--- src/rtl/core/bspd_pkg.sv ---
// Shared types, status codes and register indexes for the byte-stuffed packet deframer.
// No dependencies; every other file of the block imports this package.
`default_nettype none

package bspd_pkg;

  // Default receive buffer size and the shortest packet that can be judged
  localparam int unsigned BUFFER_BYTES_DEF = 1024;
  localparam int unsigned MIN_PACKET       = 4;

  // Result status codes
  localparam logic [3:0] ST_IGNORED  = 4'd0;
  localparam logic [3:0] ST_NODATA   = 4'd1;
  localparam logic [3:0] ST_DROPPED  = 4'd2;
  localparam logic [3:0] ST_START    = 4'd3;
  localparam logic [3:0] ST_RESTART  = 4'd4;
  localparam logic [3:0] ST_STORED   = 4'd5;
  localparam logic [3:0] ST_ESCPEND  = 4'd6;
  localparam logic [3:0] ST_GOOD     = 4'd7;
  localparam logic [3:0] ST_LINEERR  = 4'd8;
  localparam logic [3:0] ST_OVERLEN  = 4'd9;
  localparam logic [3:0] ST_ESCBAD   = 4'd10;
  localparam logic [3:0] ST_SHORT    = 4'd11;
  localparam logic [3:0] ST_BADSUM   = 4'd12;
  localparam logic [3:0] ST_RELEASED = 4'd13;

  // Configuration register indexes
  localparam int unsigned CFG_IDX_W = 3;
  localparam logic [CFG_IDX_W-1:0] CFG_OPEN_CHAR     = 3'd0;
  localparam logic [CFG_IDX_W-1:0] CFG_CLOSE_CHAR    = 3'd1;
  localparam logic [CFG_IDX_W-1:0] CFG_ESC_CHAR      = 3'd2;
  localparam logic [CFG_IDX_W-1:0] CFG_ESC_ESCAPE    = 3'd3;
  localparam logic [CFG_IDX_W-1:0] CFG_ESC_START     = 3'd4;
  localparam logic [CFG_IDX_W-1:0] CFG_ESC_STOP      = 3'd5;

  // Configuration reset values
  localparam logic [7:0] RST_OPEN_CHAR  = 8'd170;
  localparam logic [7:0] RST_CLOSE_CHAR = 8'd204;
  localparam logic [7:0] RST_ESC_CHAR   = 8'd187;
  localparam logic [7:0] RST_ESC_ESCAPE = 8'd68;
  localparam logic [7:0] RST_ESC_START  = 8'd85;
  localparam logic [7:0] RST_ESC_STOP   = 8'd51;

  typedef struct packed {
    logic       operation;
    logic [7:0] rx_byte;
    logic       rx_full;
    logic [3:0] error_flags;
  } in_item_t;

  typedef struct packed {
    logic [3:0]  status;
    logic [7:0]  data_byte;
    logic [9:0]  byte_index;
    logic [10:0] packet_length;
  } out_item_t;

  typedef struct packed {
    logic [7:0] open_char;
    logic [7:0] close_char;
    logic [7:0] esc_char;
    logic [7:0] escaped_escape_code;
    logic [7:0] escaped_start_code;
    logic [7:0] escaped_stop_code;
  } cfg_t;

endpackage

`default_nettype wire

--- src/rtl/core/bspd_cfg.sv ---
// Configuration register file of the deframer: framing bytes and escape codes.
// Depends on bspd_pkg.
`default_nettype none

module bspd_cfg
  import bspd_pkg::*;
(
  input  wire logic                 clk_i,
  input  wire logic                 rst_ni,
  input  wire logic                 cfg_we_i,
  input  wire logic [CFG_IDX_W-1:0] cfg_idx_i,
  input  wire logic [7:0]           cfg_wdata_i,
  output cfg_t                      cfg_o
);

  cfg_t cfg_q, cfg_d;

  // Decode the write; indexes past the list are dropped
  always_comb begin
    cfg_d = cfg_q;
    if (cfg_we_i) begin
      case (cfg_idx_i)
        CFG_OPEN_CHAR:  cfg_d.open_char           = cfg_wdata_i;
        CFG_CLOSE_CHAR: cfg_d.close_char          = cfg_wdata_i;
        CFG_ESC_CHAR:   cfg_d.esc_char            = cfg_wdata_i;
        CFG_ESC_ESCAPE: cfg_d.escaped_escape_code = cfg_wdata_i;
        CFG_ESC_START:  cfg_d.escaped_start_code  = cfg_wdata_i;
        CFG_ESC_STOP:   cfg_d.escaped_stop_code   = cfg_wdata_i;
        default:        cfg_d = cfg_q;
      endcase
    end
  end

  always_ff @(posedge clk_i or negedge rst_ni) begin
    if (!rst_ni) begin
      cfg_q.open_char           <= RST_OPEN_CHAR;
      cfg_q.close_char          <= RST_CLOSE_CHAR;
      cfg_q.esc_char            <= RST_ESC_CHAR;
      cfg_q.escaped_escape_code <= RST_ESC_ESCAPE;
      cfg_q.escaped_start_code  <= RST_ESC_START;
      cfg_q.escaped_stop_code   <= RST_ESC_STOP;
    end else begin
      cfg_q <= cfg_d;
    end
  end

  assign cfg_o = cfg_q;

endmodule

`default_nettype wire

--- src/rtl/core/bspd_parse.sv ---
// Input register, parser state and single-pass decode of one event per cycle while not stalled.
// Depends on bspd_pkg; feeds the result register in bspd_outreg.
`default_nettype none

module bspd_parse
  import bspd_pkg::*;
#(
  parameter int unsigned BUFFER_BYTES = BUFFER_BYTES_DEF
) (
  input  wire logic     clk_i,
  input  wire logic     rst_ni,
  input  wire logic     in_valid_i,
  output logic          in_stall_o,
  input  in_item_t      in_item_i,
  input  cfg_t          cfg_i,
  input  wire logic     res_ready_i,
  output logic          res_valid_o,
  output out_item_t     res_item_o
);

  localparam int unsigned CNT_W = $clog2(BUFFER_BYTES + 1);

  // Input stage
  logic     s1_valid_q, s1_valid_d;
  in_item_t s1_item_q;
  logic     accept, advance;

  // Parser state
  logic             rx_en_q, rx_en_d;
  logic             in_pkt_q, in_pkt_d;
  logic             esc_q, esc_d;
  logic [CNT_W-1:0] cnt_q, cnt_d;
  logic [7:0]       sum_q, sum_d;
  logic [7:0]       last_q, last_d;

  // Decode scratch
  logic       clr, clr_open, store;
  logic [7:0] store_val;
  logic [7:0] sum_red;
  logic [31:0] cnt_ext;
  out_item_t  res;

  assign advance    = s1_valid_q && res_ready_i;
  assign in_stall_o = s1_valid_q && !res_ready_i;
  assign accept     = in_valid_i && !in_stall_o;

  // Hold the input stage until the result register can take its result
  always_comb begin
    s1_valid_d = s1_valid_q;
    if (accept) begin
      s1_valid_d = 1'b1;
    end else if (advance) begin
      s1_valid_d = 1'b0;
    end
  end

  always_ff @(posedge clk_i) begin
    if (accept) begin
      s1_item_q <= in_item_i;
    end
  end

  assign sum_red = sum_q - last_q;
  assign cnt_ext = 32'(cnt_q);

  // Decode one event against the current state
  always_comb begin
    rx_en_d   = rx_en_q;
    in_pkt_d  = in_pkt_q;
    esc_d     = esc_q;
    cnt_d     = cnt_q;
    sum_d     = sum_q;
    last_d    = last_q;
    res       = '0;
    clr       = 1'b0;
    clr_open  = 1'b0;
    store     = 1'b0;
    store_val = s1_item_q.rx_byte;

    if (s1_item_q.operation) begin
      clr        = 1'b1;
      res.status = ST_RELEASED;
    end else if (!rx_en_q) begin
      res.status = ST_IGNORED;
    end else if (|s1_item_q.error_flags) begin
      clr        = 1'b1;
      res.status = ST_LINEERR;
    end else if (!s1_item_q.rx_full) begin
      res.status = ST_NODATA;
    end else if (s1_item_q.rx_byte == cfg_i.open_char) begin
      // An unescaped start byte reopens the packet, pending escape or not
      clr        = 1'b1;
      clr_open   = 1'b1;
      res.status = in_pkt_q ? ST_RESTART : ST_START;
    end else if (cnt_q >= CNT_W'(BUFFER_BYTES)) begin
      clr        = 1'b1;
      res.status = ST_OVERLEN;
    end else if (!in_pkt_q) begin
      res.status = ST_DROPPED;
    end else if (esc_q) begin
      // Second byte of an escape pair: first matching code wins
      esc_d = 1'b0;
      if (s1_item_q.rx_byte == cfg_i.escaped_escape_code) begin
        store     = 1'b1;
        store_val = cfg_i.esc_char;
      end else if (s1_item_q.rx_byte == cfg_i.escaped_start_code) begin
        store     = 1'b1;
        store_val = cfg_i.open_char;
      end else if (s1_item_q.rx_byte == cfg_i.escaped_stop_code) begin
        store     = 1'b1;
        store_val = cfg_i.close_char;
      end else begin
        clr        = 1'b1;
        res.status = ST_ESCBAD;
      end
    end else if (s1_item_q.rx_byte == cfg_i.esc_char) begin
      esc_d      = 1'b1;
      res.status = ST_ESCPEND;
    end else if (s1_item_q.rx_byte == cfg_i.close_char) begin
      // Last stored byte is the checksum over the bytes before it
      if (cnt_q < CNT_W'(MIN_PACKET)) begin
        clr        = 1'b1;
        res.status = ST_SHORT;
      end else if (sum_red == last_q) begin
        sum_d             = sum_red;
        rx_en_d           = 1'b0;
        res.status        = ST_GOOD;
        res.packet_length = cnt_ext[10:0];
      end else begin
        clr        = 1'b1;
        res.status = ST_BADSUM;
      end
    end else begin
      store = 1'b1;
    end

    if (store) begin
      last_d         = store_val;
      sum_d          = sum_q + store_val;
      cnt_d          = cnt_q + CNT_W'(1);
      res.status     = ST_STORED;
      res.data_byte  = store_val;
      res.byte_index = cnt_ext[9:0];
    end

    if (clr) begin
      in_pkt_d = clr_open;
      esc_d    = 1'b0;
      cnt_d    = '0;
      sum_d    = '0;
      last_d   = '0;
      rx_en_d  = 1'b1;
    end
  end

  // Advance state only when the event leaves for the result register
  always_ff @(posedge clk_i or negedge rst_ni) begin
    if (!rst_ni) begin
      s1_valid_q <= 1'b0;
      rx_en_q    <= 1'b1;
      in_pkt_q   <= 1'b0;
      esc_q      <= 1'b0;
      cnt_q      <= '0;
      sum_q      <= '0;
      last_q     <= '0;
    end else begin
      s1_valid_q <= s1_valid_d;
      if (advance) begin
        rx_en_q  <= rx_en_d;
        in_pkt_q <= in_pkt_d;
        esc_q    <= esc_d;
        cnt_q    <= cnt_d;
        sum_q    <= sum_d;
        last_q   <= last_d;
      end
    end
  end

  assign res_valid_o = s1_valid_q;
  assign res_item_o  = res;

endmodule

`default_nettype wire

--- src/rtl/core/bspd_outreg.sv ---
// Result register of the deframer: holds one result until the consumer takes it.
// Depends on bspd_pkg.
`default_nettype none

module bspd_outreg
  import bspd_pkg::*;
(
  input  wire logic clk_i,
  input  wire logic rst_ni,
  input  wire logic res_valid_i,
  input  out_item_t res_item_i,
  output logic      res_ready_o,
  output logic      out_valid_o,
  input  wire logic out_stall_i,
  output out_item_t out_item_o
);

  logic      valid_q, valid_d;
  out_item_t item_q;
  logic      load;

  // Take a new result when empty or when the held one is being transferred
  assign res_ready_o = !valid_q || !out_stall_i;
  assign load        = res_valid_i && res_ready_o;

  always_comb begin
    valid_d = valid_q;
    if (load) begin
      valid_d = 1'b1;
    end else if (valid_q && !out_stall_i) begin
      valid_d = 1'b0;
    end
  end

  always_ff @(posedge clk_i or negedge rst_ni) begin
    if (!rst_ni) begin
      valid_q <= 1'b0;
    end else begin
      valid_q <= valid_d;
    end
  end

  always_ff @(posedge clk_i) begin
    if (load) begin
      item_q <= res_item_i;
    end
  end

  assign out_valid_o = valid_q;
  assign out_item_o  = item_q;

endmodule

`default_nettype wire

--- src/rtl/core/byte_stuffed_packet_deframer_unit.sv ---
// Top level of the byte-stuffed packet deframer with additive 8-bit checksum.
// Depends on bspd_pkg, bspd_cfg, bspd_parse and bspd_outreg.
//
//   Channel   Direction  Handshake                      Payload
//   in        input      in_valid_i / in_stall_o        in_item_i   (in_item_t)
//   out       output     out_valid_o / out_stall_i      out_item_o  (out_item_t)
//   cfg       input      cfg_we_i                       cfg_idx_i, cfg_wdata_i
//
// Every transfer in gives exactly one result: the event waits in the input
// register, and its decode is registered into the result register.
// One event per cycle is sustained while out does not stall; the decode is a set of byte compares and an
// 8-bit add and subtract between the input register and the result register.
// Reset (rst_ni low, asynchronous) opens reception with no packet open.
// A stall on out holds the result register, then the input register, then in.
`default_nettype none

module byte_stuffed_packet_deframer_unit
  import bspd_pkg::*;
#(
  parameter int unsigned BUFFER_BYTES = BUFFER_BYTES_DEF
) (
  input  wire logic                 clk_i,
  input  wire logic                 rst_ni,
  input  wire logic                 in_valid_i,
  output logic                      in_stall_o,
  input  in_item_t                  in_item_i,
  output logic                      out_valid_o,
  input  wire logic                 out_stall_i,
  output out_item_t                 out_item_o,
  input  wire logic                 cfg_we_i,
  input  wire logic [CFG_IDX_W-1:0] cfg_idx_i,
  input  wire logic [7:0]           cfg_wdata_i
);

  cfg_t      cfg;
  logic      res_valid;
  logic      res_ready;
  out_item_t res_item;

  bspd_cfg u_cfg (
    .clk_i       (clk_i),
    .rst_ni      (rst_ni),
    .cfg_we_i    (cfg_we_i),
    .cfg_idx_i   (cfg_idx_i),
    .cfg_wdata_i (cfg_wdata_i),
    .cfg_o       (cfg)
  );

  bspd_parse #(
    .BUFFER_BYTES (BUFFER_BYTES)
  ) u_parse (
    .clk_i       (clk_i),
    .rst_ni      (rst_ni),
    .in_valid_i  (in_valid_i),
    .in_stall_o  (in_stall_o),
    .in_item_i   (in_item_i),
    .cfg_i       (cfg),
    .res_ready_i (res_ready),
    .res_valid_o (res_valid),
    .res_item_o  (res_item)
  );

  bspd_outreg u_outreg (
    .clk_i       (clk_i),
    .rst_ni      (rst_ni),
    .res_valid_i (res_valid),
    .res_item_i  (res_item),
    .res_ready_o (res_ready),
    .out_valid_o (out_valid_o),
    .out_stall_i (out_stall_i),
    .out_item_o  (out_item_o)
  );

  // The input side only stalls while a result waits in the result register
  a_stall_needs_full_out : assert property (@(posedge clk_i) disable iff (!rst_ni)
    in_stall_o |-> out_valid_o)
    else $error("input stalled with an empty result register");

  // Data and index are only carried by stored results
  a_payload_only_stored : assert property (@(posedge clk_i) disable iff (!rst_ni)
    (out_valid_o && out_item_o.status != ST_STORED) |->
      (out_item_o.data_byte == 8'd0 && out_item_o.byte_index == 10'd0))
    else $error("data or index set on a result that is not a stored byte");

  // A good packet is never shorter than the minimum length
  a_good_min_length : assert property (@(posedge clk_i) disable iff (!rst_ni)
    (out_valid_o && out_item_o.status == ST_GOOD) |->
      (out_item_o.packet_length >= 11'(MIN_PACKET)))
    else $error("good packet shorter than the minimum");

  // Length is only reported with a good packet
  a_length_only_good : assert property (@(posedge clk_i) disable iff (!rst_ni)
    (out_valid_o && out_item_o.status != ST_GOOD) |->
      (out_item_o.packet_length == 11'd0))
    else $error("packet length set on a result that is not good");

endmodule

`default_nettype wire
--- config.mk ---
export PLATFORM = sky130hd
export DESIGN_NAME = byte_stuffed_packet_deframer_unit
export DESIGN_NICKNAME = d
export VERILOG_FILES = /design/src/rtl/core/bspd_pkg.sv /design/src/rtl/core/bspd_cfg.sv /design/src/rtl/core/bspd_parse.sv /design/src/rtl/core/bspd_outreg.sv /design/src/rtl/core/byte_stuffed_packet_deframer_unit.sv
export SDC_FILE = /design/constraint.sdc
export NUM_CORES = 1
export LEC_CHECK = 0
export BUFFER_PORTS_ARGS = -buffer_cell sky130_fd_sc_hd__buf_2
export CORE_AREA = 2 2 123 125
export DETAILED_ROUTE_END_ITERATION = 10
export DIE_AREA = 0 0 125 127
export PLACE_DENSITY_LB_ADDON = 0.15
export SLEW_MARGIN = 20
export SYNTH_ARGS = -nofsm -noshare
export SYNTH_HDL_FRONTEND = slang
export SYNTH_SLANG_ARGS = --single-unit
--- constraint.sdc ---
create_clock -name clk_i -period 4.5 [get_ports clk_i]
set_input_delay 0.9 -clock clk_i [delete_from_list [all_inputs] [get_ports clk_i]]
set_output_delay 0.9 -clock clk_i [all_outputs]
set_load 0.01 [all_outputs]
[Yosys cells after proc, flatten, opt, wreduce, memory -nomap -nowiden]
Cells that the tools add are included.
Operators by class
  equal/unequal tests: 23
  $add $sub $neg: 3
  reductions and logical operators: 36
  muxes and demuxes: 103
  bitwise logic cells: 5
  $lt $le $gt $ge: 2
Operators by type and width (count)
  8-bit two-way mux: 27
  4-bit two-way mux: 15
  1-bit two-way mux: 58
  8-bit == test: 7
  11-bit two-way mux: 2
  2-bit AND reduction: 9
  3-bit by 1-bit inequality test with 1-bit output, second input constant: 5
  3-bit nonzero test: 5
  15-bit OR reduction: 1
  13-bit AND reduction: 1
  2-bit nonzero test: 6
  11-bit by 1-bit adder with 11-bit output, second input constant: 1
  11-bit greater-or-equal comparator, second input constant: 1
  11-bit by 3-bit < comparator with 1-bit output, second input constant: 1
  8-bit adder: 1
  8-bit AND reduction: 1
  8-bit OR reduction: 1
  8-bit subtractor: 1
  3-bit by 2-bit == test with 1-bit output, second input constant: 2
  3-bit == test, second input constant: 2
  2-bit by 1-bit inequality test with 1-bit output, second input constant: 3
  3-bit inequality test, second input constant: 2
  1-bit inverter: 5
  1-bit logical AND: 4
  8 further kinds: 11
Storage, ports and cells
  output and inout bits: 35
  logic and storage cells: 196
  flip-flop bits (word level): 127

[Logic depth before layout (Yosys ltp)]
  depth after elaboration: 16
  mapped depth: 20
  mapped depth without buffers: 19

[By module]
Synthesis repeated with hierarchy kept, for this count alone.
Second synthesis, totals
  cells, all modules: 619
  area, all modules: 7005.5 µm²
Modules (own cells, without submodules)
  bspd_parse: area each 4103.9 µm², times used 1, sequential area each 1197.4 µm², cells an instance 476
  bspd_cfg: area each 1863.0 µm², times used 1, sequential area each 1231.2 µm², cells an instance 106
  bspd_outreg: area each 1038.5 µm², times used 1, sequential area each 1016.0 µm², cells an instance 37

[Least setup slack after synthesis]
OpenSTA, ideal clock, no wires.
  path type: reg-to-reg
  from: register u_parse.s1_item_q[11] in the netlist's numbering
  to: register u_parse.sum_q[7]
  buffers on the path: 2
  setup slack: 980 ps
  arrival time: 3382 ps
  stages on the path, launching flop included: 19
  data required time: 4362 ps
  period minus slack after synthesis: 3520 ps
  library setup time: 138 ps
  path through: edfxtp_1 > buf_2 > xnor2_1 > nand4_1 > nor2_1 > clkbuf_1 > nor3_1 > o22ai_1 > inv_1 > ha_1 > a21o_1 > a21oi_1 > nor2b_1 > o21a_1 > o21ai_0 > nand2b_1 > a21oi_1 > xnor2_1 > o221ai_1
Between the ends
  cells in the longest elaborated chain, start to end: 15
Ends and longest elaborated chain
  start: declaration: line bspd_parse.sv:25  | in_item_t s1_item_q;
  start signal: assignment: line bspd_parse.sv:59  | s1_item_q <= in_item_i;
  8-bit == test: line bspd_parse.sv:109  | end else if (s1_item_q.rx_byte == cfg_i.escaped_stop_code) begin
  8-bit two-way mux: line bspd_parse.sv:109
  8-bit two-way mux: line bspd_parse.sv:106  | end else if (s1_item_q.rx_byte == cfg_i.escaped_start_code) begin
  8-bit two-way mux: line bspd_parse.sv:103  | if (s1_item_q.rx_byte == cfg_i.escaped_escape_code) begin
  8-bit two-way mux: line bspd_parse.sv:100  | end else if (esc_q) begin
  8-bit two-way mux: line bspd_parse.sv:98  | end else if (!in_pkt_q) begin
  8-bit two-way mux: line bspd_parse.sv:95  | end else if (cnt_q >= CNT_W'(BUFFER_BYTES)) begin
  8-bit two-way mux *: line bspd_parse.sv:90  | end else if (s1_item_q.rx_byte == cfg_i.open_char) begin
  8-bit two-way mux *: line bspd_parse.sv:88  | end else if (!s1_item_q.rx_full) begin
  8-bit two-way mux *: line bspd_parse.sv:85  | end else if (|s1_item_q.error_flags) begin
  8-bit two-way mux *: line bspd_parse.sv:83  | end else if (!rx_en_q) begin
  8-bit two-way mux *: line bspd_parse.sv:80  | if (s1_item_q.operation) begin
  net u_parse.store_val[1]: line bspd_parse.sv:38  | logic [7:0] store_val;
  8-bit adder *: line bspd_parse.sv:139  | sum_d = sum_q + store_val;
  8-bit two-way mux *: line bspd_parse.sv:137  | if (store) begin
  8-bit two-way mux *: line bspd_parse.sv:146  | if (clr) begin
  end signal: assignment: line bspd_parse.sv:173  | sum_q <= sum_d;
  end: declaration: line bspd_parse.sv:33  | logic [7:0] sum_q, sum_d;
Mark *: on every way through the listed nets, which the timed path passes. The rest lies on a longest branch.
A chain may end at the register's enable or synchronous reset.

[Final worst setup path]
  from: register u_parse.s1_item_q[1] in the netlist's numbering
  to: register u_parse.sum_q[7]
Between the ends
  cells in the longest elaborated chain, start to end: 7
Ends and longest elaborated chain (line)
  4-bit OR reduction: bspd_parse.sv:85
  8-bit two-way mux: bspd_parse.sv:85
  8-bit two-way mux: bspd_parse.sv:83
  8-bit two-way mux: bspd_parse.sv:80
  net u_parse.store_val[1]: bspd_parse.sv:38
  8-bit adder: bspd_parse.sv:139
  8-bit two-way mux: bspd_parse.sv:137
  8-bit two-way mux: bspd_parse.sv:146
The timed path passes the listed nets, and every way through them passes these cells.

==> summary.txt <==
Global route
  – Number of global-route vias before repair: 5,176
  – Congestion Overflow GR: 0
  – Initial antenna violation count: 0
  – GRT Util Overall: 21.8%
  – Largest net degree at the start of global routing: 81
  – First-pass GRT wire length: 27,000 um

Critical path
  – Delay-heaviest family, CP: compound AO/OA/AOI/OAI gates
  – Worst Setup Path Type: reg -> reg
  – Reg2Reg Depth: 16
  – Nature of the critical path startpoint: flip-flop
  – Critical path's largest stage delay: 530 ps
  – CP max FO: 10
  – WP buf/inv: 1
  – CP max stage cell: nor2_1
  – Worst R2R Start: u_parse.s1_item_q[1]
  – WP data required: 4780 ps
  – CP Depth: 16
  – Crit-path cells: nor4_1 > nand4_1 > nor2_1 > o21ai_0 > o22ai_1 > inv_1 > ha_1 > a21o_1 > a21oi_1 > nor2b_1 > o21a_1 > o21ai_0 > nand2b_1 > a21oi_1 > xnor2_1 > o221ai_1
  – Worst setup EP type: flip-flop
  – Crit path launch: u_parse.s1_item_q[1]
  – Critical Path AT: 4230 ps

Hold path
  – WHS Path Cells: 1
  – Hold Path Class: reg -> reg
  – Min-delay src: u_parse.res_valid_o

Timing
  – Period minus WS final: 3960 ps
  – Slew headroom: 40.5%
  – Unrepaired setup endpoints after global routing: no
  – Setup Viol. Count Final: 0
  – Setup TNS: 0 ps
  – Skew final: 7.40 ps
  – Final Hold Viols: 0
  – Max Clk Rate: 0.253 GHz
  – Period Utilization, post-route: 88.0%
  – Worst slew pin tran: 889 ps
  – Final Slew Violations: 0

Outcome
  – Status: complete, no violations

Clocking
  – TritonCTS Buffers: 17
  – CTS tree: yes
  – Max clock buf depth: 2
  – CTS Sinks: 127
  – Hold buffer count at cts: 0
  – Post-CTS Setup Inserts: 0
  – PostCTS Resize Cnt: 0
  – CTS clk-pin slew, worst paths: 50 ps
  – CTS H-tree depth: 4
  – Root buf cell: clkbuf_16
  – Worst skew pair latency: 420 ps

Route
  – Post-route ant nets: 0
  – Drc violations: 0
  – Starting DRT DRC Count: 302
  – First-pass DRT Iterations: 5
  – WL/cell: 18.7 um
  – Total Wirelength: 16,600 um
  – Via/cell ratio: 5.74
  – Via count: 5,093

Placed design
  – Routability Congestion: 0.883
  – IO buf count: 64
  – DP Cell Count: 855
  – Detailed Place HPWL: 12,300 um

Die
  – Die boundary width: 125 um
  – Initial Util: 47.8%
  – Die Ht: 127 um
  – Row Count: 44
  – Ports: 65
  – Die ar.: 15,900 sq um
  – Core ar.: 14,400 sq um

Finish
  – Layout cells sized above 1: 26.3%
  – Final net count: 738
  – P&R area growth vs syn: 15.9%
  – Fillers: 1,285
  – Non-Filler Instances: 887
  – N_diodes: 0

Synthesis
  – Post-synthesis cell count: 617
  – Mapped Avg Cell Area: 11.2 sq um
  – Largest area contributor in the netlist: edfxtp_1
  – Synth unique cells: 62
  – Synth area leaders: edfxtp_1, dfrtp_1, dfstp_2
  – Netlist Area Pre-Place: 6890 sq um
  – Commonest cells in the synthesized netlist: dfrtp_1, mux2_2, edfxtp_1
  – Post-synth EDFFs: 47
  – Syn nets: 665
  – Flops & latches, synth: 127
  – Synth warn: 0
  – Count leader, synth: dfrtp_1
  – Top_reg_cell synth: dfrtp_1
  – Sequential-to-total area share from yosys stat: 50.0%
  – Area share of the largest cell type after synthesis: 20.5%
  – FFs w/ async S/R, synth: 63.0%

Power
  – Logic pwr share: 13.7%
  – Reg power frac: 47.6%
  – Pwr/cell area: 393 nW/um^2
  – Internal Power: 2330 uW
  – Net Sw Frac: 25.7%
  – Leak Pwr: 0.00325 uW
  – IR drop worst, VDD: 0.000284 V
  – Net switching power: 805 uW
  – Clock share of power: 38.7%

Job
  – Max_cap viols: 0
[through the flow]
| stage | util, % | worst slack, ps | hold slack, ps | total power [uW] | area [sq um] |
|---|---|---|---|---|---|
| after detailed placement | 51.8 | 539 | 497 | 1950 | 7470 |
| after floorplan | - | 980 | 457 | 1770 | 6890 |
| after global routing | 55.4 | 37.9 | 552 | 3270 | 7990 |
| after CTS | 55.4 | 523 | 503 | 3160 | 7990 |
| after global placement | 51.8 | 617 | 471 | 1930 | 7470 |
| final | 55.4 | 542 | 516 | 3140 | 7990 |
[power groups by stage]
stage	logic [uW]	registers, uW	clock network, uW
after floorplan	306	1470	0
final	431	1490	1210
after detailed placement	432	1510	0
after global placement	421	1510	0
after global routing	475	1510	1290
after CTS	435	1490	1240
[layer usage]
layer	wire (um)	up-vias	track usage [%]
li1	-	2401	-
met1	7090	2527	26.9
met2	8510	130	37.8
met3	584	35	4.44
met4	385	0	8.43
met5	0	-	0
[sequential cells by signal (all words and copies together) (netlist names), 8 cells and up]
| signal | cells |
|---|---|
| u_outreg.out_item_o | 33 |
| u_cfg.cfg_o | 48 |
| u_parse.cnt_q | 11 |
| u_parse.last_q | 8 |
| u_parse.s1_item_q | 14 |
| u_parse.sum_q | 8 |
[cell usage in the layout, fill, tap and decap left out, drive strengths merged, types with 3 or more instances in the layout]
| cell type | n |
|---|---|
| buf | 83 |
| dfrtp | 55 |
| mux2 | 48 |
| edfxtp | 47 |
| xnor2 | 44 |
| nor2 | 37 |
| o21ai | 32 |
| inv | 30 |
| dfstp | 25 |
| and2 | 22 |
| xor2 | 22 |
| clkbuf | 22 |
| nor3 | 17 |
| a21oi | 17 |
| nand2 | 17 |
| ha | 16 |
| o31ai | 14 |
| nand4 | 12 |
| nand3 | 12 |
| nand2b | 11 |
| nor4 | 11 |
| a21o | 8 |
| clkinv | 8 |
| or3 | 7 |
| or4 | 7 |
| o21a | 6 |
| a221o | 5 |
| o211ai | 5 |
| nor2b | 5 |
| a22o | 5 |
| o22ai | 4 |
| a32oi | 4 |
| o221ai | 3 |
| a31oi | 3 |
| o41ai | 3 |
| or2 | 3 |
| nor3b | 3 |
[final cells by class]
cell class | count | area (sq um) | share of cell area [%]
Sequential cell | 127 | 3440 | 43.1
Multi-Input combinational cell | 431 | 3210 | 40.2
Timing Repair Buffer | 83 | 469 | 5.87
Clock buffer | 22 | 444 | 5.56
Tap cell | 184 | 230 | 2.88
Inverter | 30 | 113 | 1.41
Clock inverter | 10 | 73.8 | 0.924
[final timing paths]
check | endpoint | slack (ps)
worst max-delay path | u_parse.sum_q[7] | 540
worst min-delay path | u_outreg.out_valid_o | 520
worst max register to register | u_parse.sum_q[7] | 540
worst min register to register | u_outreg.out_valid_o | 520
max in group asynchronous | u_parse.res_valid_o | 3480
min in group asynchronous | u_parse.sum_q[0] | 540
[logic make-up (layout without fill, tap and decap cells)]
| family | Yosys count | in the layout | share of synthesized area (%) |
|---|---|---|---|
| buffers and inverters | 59 | 145 | 3.47 |
| AND/OR/NAND/NOR | 175 | 175 | 14.1 |
| adder cells (fa/ha/maj) | 18 | 18 | 3.49 |
| AO/OA/AOI/OAI | 120 | 120 | 11.9 |
| XOR/XNOR | 68 | 68 | 9.04 |
| other | 1 | 1 | 0.0544 |
| flip-flops | 127 | 127 | 50.0 |
| multiplexers | 49 | 49 | 7.99 |
(Power assumes the default switching activity.)
